==> src/laplacian_zero_crossing_edges_macros.svh <==
// Assertion macros shared by the edge detector RTL.
`ifndef LAPLACIAN_ZERO_CROSSING_EDGES_MACROS_SVH
`define LAPLACIAN_ZERO_CROSSING_EDGES_MACROS_SVH

// Same-cycle implication, disabled while reset is held.
`define LZCE_ASSERT_NOW(label, clk, rst_n, ante, cons, msg) \
    label: assert property (@(posedge clk) disable iff (!rst_n) (ante) |-> (cons)) \
        else $error(msg);

// Next-cycle implication, disabled while reset is held.
`define LZCE_ASSERT_NEXT(label, clk, rst_n, ante, cons, msg) \
    label: assert property (@(posedge clk) disable iff (!rst_n) (ante) |=> (cons)) \
        else $error(msg);

`endif

==> src/lzce_pkg.sv <==
// Shared constants, codes and types of the Laplacian zero-crossing edge detector.
`default_nettype none

package lzce_pkg;

    // Line length and derived widths
    localparam int MAX_WIDTH  = 1024;
    localparam int COL_W      = $clog2(MAX_WIDTH);
    localparam int WID_W      = COL_W + 1;
    localparam int MIN_SIZE   = 3;
    localparam int MAX_HEIGHT = 1024;
    localparam int ROW_W      = 11;

    // Field widths
    localparam int RED_W     = 8;
    localparam int LAP_W     = RED_W + 3;
    localparam int THR_W     = 8;
    localparam int CFG_W     = 11;
    localparam int CFG_IDX_W = 2;
    localparam int PIX_ROW_W = 10;
    localparam int PIX_COL_W = 10;
    localparam int CMP_W     = (WID_W > CFG_W) ? WID_W : CFG_W;

    // Register indexes
    localparam logic [CFG_IDX_W-1:0] CFG_FRAME_WIDTH    = 2'd0;
    localparam logic [CFG_IDX_W-1:0] CFG_FRAME_HEIGHT   = 2'd1;
    localparam logic [CFG_IDX_W-1:0] CFG_EDGE_THRESHOLD = 2'd2;

    // Register reset values
    localparam logic [CFG_W-1:0] FRAME_WIDTH_RST    = 11'd640;
    localparam logic [CFG_W-1:0] FRAME_HEIGHT_RST   = 11'd480;
    localparam logic [THR_W-1:0] EDGE_THRESHOLD_RST = 8'd10;

    // Item codes
    localparam logic OP_PIXEL = 1'b0;
    localparam logic OP_PAD   = 1'b1;

    // Result codes
    localparam logic [RED_W-1:0] EDGE_ON  = 8'hFF;
    localparam logic [RED_W-1:0] EDGE_OFF = 8'h00;

    // Control from the sequencer to the line stores
    typedef struct packed {
        logic                    adv;
        logic                    slot;
        logic                    wr_pix;
        logic [COL_W-1:0]        wr_col;
        logic [COL_W-1:0]        rd_col;
        logic [RED_W-1:0]        cur;
        logic signed [LAP_W-1:0] lap_new;
    } t_win_ctl;

    // Neighborhood around the current column
    typedef struct packed {
        logic [RED_W-1:0]        now_c;
        logic [RED_W-1:0]        now_r;
        logic [RED_W-1:0]        prev_l;
        logic [RED_W-1:0]        prev_c;
        logic [RED_W-1:0]        prev_r;
        logic signed [LAP_W-1:0] lap_c;
        logic signed [LAP_W-1:0] lap_r;
    } t_taps;

    // One result beat
    typedef struct packed {
        logic                 has_res;
        logic [RED_W-1:0]     edge_value;
        logic [PIX_ROW_W-1:0] pixel_row;
        logic [PIX_COL_W-1:0] pixel_col;
        logic                 frame_end;
    } t_result;

endpackage

`default_nettype wire

==> src/lzce_detect.sv <==
// Laplacian of the row above and zero-crossing test of the row two up.
`default_nettype none

module lzce_detect (
    input  logic [lzce_pkg::ROW_W-1:0] i_row,
    input  logic [lzce_pkg::COL_W-1:0] i_col,
    input  logic [lzce_pkg::WID_W-1:0] i_eff_w,
    input  logic [lzce_pkg::ROW_W-1:0] i_eff_h,
    input  logic [lzce_pkg::THR_W-1:0] i_thr,
    input  logic [lzce_pkg::RED_W-1:0] i_cur,
    input  lzce_pkg::t_taps            i_taps,
    output logic signed [lzce_pkg::LAP_W-1:0] o_lap_new,
    output lzce_pkg::t_result          o_res
);
    import lzce_pkg::*;

    // True when the two values have strictly opposite signs
    function automatic logic opposite(input logic signed [LAP_W-1:0] a,
                                      input logic signed [LAP_W-1:0] b);
        logic a_neg;
        logic a_pos;
        logic b_neg;
        logic b_pos;
        a_neg = a[LAP_W-1];
        a_pos = !a[LAP_W-1] && (a != '0);
        b_neg = b[LAP_W-1];
        b_pos = !b[LAP_W-1] && (b != '0);
        return (a_neg && b_pos) || (a_pos && b_neg);
    endfunction

    function automatic logic [RED_W-1:0] absdiff(input logic [RED_W-1:0] a,
                                                 input logic [RED_W-1:0] b);
        return (a > b) ? (a - b) : (b - a);
    endfunction

    logic [WID_W-1:0]              c_ext;
    logic                          col_inner;
    logic                          lr_ok;
    logic                          lap_cond;
    logic                          edge_cond;
    logic [RED_W+1:0]              sum4;
    logic [RED_W+1:0]              cen4;
    logic signed [LAP_W-1:0]       lap_full;
    logic signed [LAP_W-1:0]       lap_new;
    logic signed [LAP_W-1:0]       lap_r;
    logic                          hit_r;
    logic                          hit_d;
    logic [ROW_W-1:0]              row_out;
    logic [COL_W+PIX_COL_W-1:0]    col_wide;

    // Position tests: interior column, rows with a Laplacian, rows with a result
    assign c_ext     = {1'b0, i_col};
    assign col_inner = (i_col != '0) && ((c_ext + WID_W'(2)) <= i_eff_w);
    assign lr_ok     = (c_ext + WID_W'(3)) <= i_eff_w;
    assign lap_cond  = (i_row >= ROW_W'(2)) && ((i_row + ROW_W'(1)) <= i_eff_h) && col_inner;
    assign edge_cond = (i_row >= ROW_W'(3)) && (i_row <= i_eff_h) && col_inner;

    // Four neighbors minus four times the center; border Laplacians are zero
    assign sum4     = {2'b00, i_taps.now_c} + {2'b00, i_cur}
                    + {2'b00, i_taps.prev_l} + {2'b00, i_taps.prev_r};
    assign cen4     = {i_taps.prev_c, 2'b00};
    assign lap_full = $signed({1'b0, sum4} - {1'b0, cen4});
    assign lap_new  = lap_cond ? lap_full : '0;
    assign o_lap_new = lap_new;

    // Zero crossing toward the right and the lower neighbor
    assign lap_r = lr_ok ? i_taps.lap_r : '0;
    assign hit_r = opposite(i_taps.lap_c, lap_r)
                && (absdiff(i_taps.now_c, i_taps.now_r) >= i_thr);
    assign hit_d = opposite(i_taps.lap_c, lap_new)
                && (absdiff(i_taps.now_c, i_taps.prev_c) >= i_thr);

    // Result beat for the pixel two rows up
    assign row_out  = i_row - ROW_W'(2);
    assign col_wide = {{PIX_COL_W{1'b0}}, i_col};

    always_comb begin
        o_res.has_res    = i_row >= ROW_W'(2);
        o_res.edge_value = (edge_cond && (hit_r || hit_d)) ? EDGE_ON : EDGE_OFF;
        o_res.pixel_row  = row_out[PIX_ROW_W-1:0];
        o_res.pixel_col  = col_wide[PIX_COL_W-1:0];
        o_res.frame_end  = (i_row == (i_eff_h + ROW_W'(1)))
                        && ((c_ext + WID_W'(1)) == i_eff_w);
    end

endmodule

`default_nettype wire

==> config.mk <==
export PLATFORM = sky130hd
export DESIGN_NAME = lzce_detect
export DESIGN_NICKNAME = d
export VERILOG_FILES = /design/src/laplacian_zero_crossing_edges_macros.svh /design/src/lzce_pkg.sv /design/src/lzce_detect.sv
export SDC_FILE = /design/constraint.sdc
export NUM_CORES = 1
export LEC_CHECK = 0
export BUFFER_PORTS_ARGS = -buffer_cell sky130_fd_sc_hd__buf_2
export CORE_ASPECT_RATIO = 1.5
export CORE_UTILIZATION = 50
export DETAILED_ROUTE_END_ITERATION = 10
export PLACE_DENSITY = 0.82
export REMOVE_ABC_BUFFERS = 1
export SLEW_MARGIN = 10
export SYNTH_ARGS = -nofsm -noshare
export SYNTH_HDL_FRONTEND = slang
export SYNTH_SLANG_ARGS = --single-unit
==> constraint.sdc <==
create_clock -name vclk -period 5.2
set_clock_uncertainty 0.2 [all_clocks]
set_input_delay 0.78 -clock vclk [all_inputs]
set_output_delay 0.78 -clock vclk [all_outputs]
set_load 0.01 [all_outputs]
Yosys cells after proc, flatten, opt, wreduce, memory -nomap -nowiden
Index checks and enable logic that the tools add are counted.
{"block": "word_totals", "elab_cells": 57, "regBits": 0}
{"block": "op_classes", "mux": 5, "n_eq_ne": 2, "n_reduce_logical": 26, "add_sub_neg": 14, "order_cmp": 10}
{"op": "less-or-equal comparator 11 bit", "n": 4}
{"op": "nonzero test 11 bit", "n": 3}
{"op": "subtractor 8 bit", "n": 4}
{"op": "2-to-1 mux 8 bit", "n": 3}
{"op": "adder 10 x 2 -> 11 bit, second input constant", "n": 2}
{"op": "adder 11 x 1 -> 11 bit, second input constant", "n": 2}
{"op": "equality test 11 bit", "n": 2}
{"op": "greater-or-equal comparator 11 x 2 -> 1 bit, second input constant", "n": 2}
{"op": "2-to-1 mux 11 bit", "n": 2}
{"op": "greater-or-equal comparator 8 bit", "n": 2}
{"op": "greater-than comparator 8 bit", "n": 2}
{"op": "logical AND 1 bit", "n": 16}
{"op": "adder 10 x 1 -> 11 bit, second input constant", "n": 1}
{"op": "subtractor 10 x 10 -> 11 bit", "n": 1}
{"op": "adder 10 x 8 -> 10 bit", "n": 1}
{"op": "adder 9 x 8 -> 10 bit", "n": 1}
{"op": "nonzero test 10 bit", "n": 1}
{"op": "subtractor 10 x 2 -> 10 bit, second input constant", "n": 1}
{"op": "adder 8 x 8 -> 9 bit", "n": 1}
{"op": "zero test 1 bit", "n": 3}
{"op": "logical OR 1 bit", "n": 3}

Longest topological paths before layout
{"block": "depth", "ltp_word": 13, "mapped_depth": 20, "ltp_nobuf": 18}

Least setup slack after synthesis
Ideal clock, no wire load.
{"block": "synth_path", "path_kind": "input -> output", "from": "input port i_taps[30] (netlist bit)", "to": "output port o_res[22] (netlist bit)", "t_required_ns": 4.220, "setup_slack_ns": -0.650, "n_path_buf": 1, "stages": 15, "t_arrival_ns": 4.870, "cell_sequence": "inv_1 fa_1 fa_1 inv_1 fa_1 inv_1 fa_1 a211oi_2 o21ai_1 a31oi_1 xnor2_1 o311a_1 o211ai_2 a211oi_1 buf_4"}
{"element": "start: declaration", "line": "lzce_detect.sv:11", "rtl": "input lzce_pkg::t_taps i_taps,"}
{"element": "end: declaration", "line": "lzce_detect.sv:13", "rtl": "output lzce_pkg::t_result o_res"}

==> metrics.md <==
| Metric | Value |
|---|---|
| Failing checks | setup timing |
| Total power draw | 1.68 mW |
| Post-route clock period utilization | 112% |
| Ys Warns | 0 |
| Status | complete, but fails checks |
| Mean Syn Cell Area | 7.41 sq um |
| Routed wire length | 19,000 um |
| Number of clock buffers in the layout | 0 |
| Final period demand of the worst path | 5.82 ns |
| DR DRC count | 0 |
| Dominant cell type by area after synthesis | ha_1 |
| Final-report max-slew violation count | 0 |
| Critical Path AT | 4.84 ns |
| Leakage | 3.85 nW |
| Initial Util | 52.3% |
| Layout area overhead | 34.7% |
| Area contributors post-synth | ha_1, fa_1, inv_1 |
| # nets final | 1,222 |
| Final setup margin | -0.619 ns |
| First-pass GRT wire length | 28,000 um |
| Hold Vio Cnt, Final | 0 |
| Worst-Margin Slew | 0.783 ns |
| Crit path kind | in2out |
| Logic pwr share | 100.0% |
| Fin area | 0.00722 sq mm |
| Largest net degree at the start of global routing | 13 |
| Post-DP Area | 0.00689 sq mm |
| Synth top area share | 26.9% |
| DRT Pass-1 Iters | 7 |
| Seq/Total Area, Yosys | 0% |
| Via count | 6,349 |
| Clk network pwr share | 0% |
| Routed len/inst | 17.3 um |
| Die height | 129 um |
| Worst Hold Class | in2out |
| Place WS | -0.903 ns |
| RSZ-0062 raised after global routing | true |
| Seq pwr share | 0% |
| Flip-flop and latch count | 0 |
| Peak VDD IR | 0.159 mV |
| Req. time, crit path | 4.22 ns |
| Ports | 162 |
| Sequential Area | 0 sq um |
| Slew margin rel. | 47.3% |
| Setup violators final | 8 |
| Fraction of layout instances using a drive strength above 1 | 33.1% |
| GRT Total Usage | 31.7% |
| Die Width | 86.5 um |
| Synth Cell Area | 0.00536 sq mm |
| Post-route ant nets | 0 |
| DRT iter0 DRCs | 448 |
| Grt total ovfl | 0 |
| Row count | 45 |
| CP Capture Type | output pin |
| Initial antenna violation count | 0 |
| N_diodes | 0 |
| Min Hold Slack | 1.65 ns |
| Final setup TNS | -4.94 ns |
| Core Area | 0.0102 sq mm |
| Mapped Cells | 723 |
| Switching Fraction | 49.9% |
| Die area | 0.0111 sq mm |
| Synth unique cells | 66 |
| Vias per cell | 5.77 |
| Total internal power | 0.841 mW |
| Port Buffer Count | 162 |
| Sw Pwr | 0.838 mW |
| Final GP Congestion | 0.980 |
| Total of max-cap violations | 0 |
| Vias in the first global route | 6,186 |
| Worst Path Max Fanout | 8 |
| Achievable Freq | 172 MHz |
| Post-DP HPWL | 14,700 um |
| Pwr per Cell Area | 233 mW/mm^2 |
| Setup crit start kind | input port |
## per-stage QoR
step / cells / utilization [%]
5_1_grt: 1100 / 70.4
2_1_floorplan: 684 / -
3_3_place_gp: 1088 / 67.2
6_report: 1100 / 70.4
4_1_cts: 1098 / 69.5
3_5_place_dp: 1088 / 67.2
## kinds of logic (layout without fill, tap and decap cells)
family	count (synthesis)	after routing	share of synthesized area [%]
AO/OA/AOI/OAI	144	144	18.1
XOR/XNOR	70	70	11.4
adder cells (fa/ha/maj)	140	140	36.2
multiplexers	13	13	2.59
buffers and inverters	152	388	12.1
AND/OR/NAND/NOR	204	204	19.6
## power groups by stage
stage	clock, mW	sequential [mW]	combinational (mW)
2_1_floorplan	0	0	0.745
3_3_place_gp	0	0	1.27
3_5_place_dp	0	0	1.30
4_1_cts	0	0	1.49
5_1_grt	0	0	1.81
6_report	0	0	1.68
## layout by cell type, fill, tap and decap left out, types with 18 or more instances in the layout
master,Yosys,layout
o21ai_0,28,26
buf_4,19,111
nor3_1,19,18
fa_1,25,23
inv_1,113,102
buf_2,5,155
nor2_1,41,40
xor2_1,26,25
nand3_1,30,28
xnor2_1,44,43
a21oi_1,34,33
nand2_1,39,38
ha_1,115,110
## synthesized netlist by cell type, types with 9 or more instances
master,instances
a21oi_1,34
xnor2_1,44
nand4_1,17
nor4_1,9
fa_1,25
inv_1,113
xor2_1,26
nor3_1,19
o21ai_0,28
clkbuf_1,15
nor2_1,41
nand3_1,30
ha_1,115
buf_4,19
nand2_1,39
nor2b_1,9
## layer usage
| layer | GRT usage, % | vias to the layer above | part of all wire (%) |
|---|---|---|---|
| met5 | 0 | - | 0 |
| met4 | 18.1 | 0 | 7.4 |
| met3 | 2.82 | 113 | 7.0 |
| met2 | 61.1 | 380 | 50 |
| met1 | 32.9 | 2886 | 36 |
| li1 | - | 2970 | - |
## final timing paths
check | from | to | slack [ns] | cells after the start
worst max-delay path | i_cur[2] | o_res[26] | -0.62 | 15
worst min-delay path | i_col[1] | o_res[2] | 1.65 | 2
## critical path: stages
cell and delay [ns]:
buf_6 0.09, fa_1 0.49, fa_1 0.51, inv_1 0.05, fa_1 0.50, inv_2 0.06, fa_2 0.40, buf_4 0.17
xnor2_2 0.21, nand4_1 0.18, or4b_4 0.56, o311a_1 0.32, o211ai_2 0.22, a211oi_4 0.12, buf_2 0.17
## what timing repair did
item | 4_1_cts | 5_1_grt
gates cloned | 0 | 0
setup endpoints to repair | 8 | 10
resized for setup | 33 | 20
setup buffers | 10 | 3
hold buffers | 0 | 0
pin swaps | 22 | 19
## cell type report
type | count | area [sq um]
fill | 817 | 3030
inverter | 113 | 429
multi-input combinational | 571 | 4890
tap | 141 | 176
timing repair buffer | 275 | 1720
(Power assumes the default switching activity.)
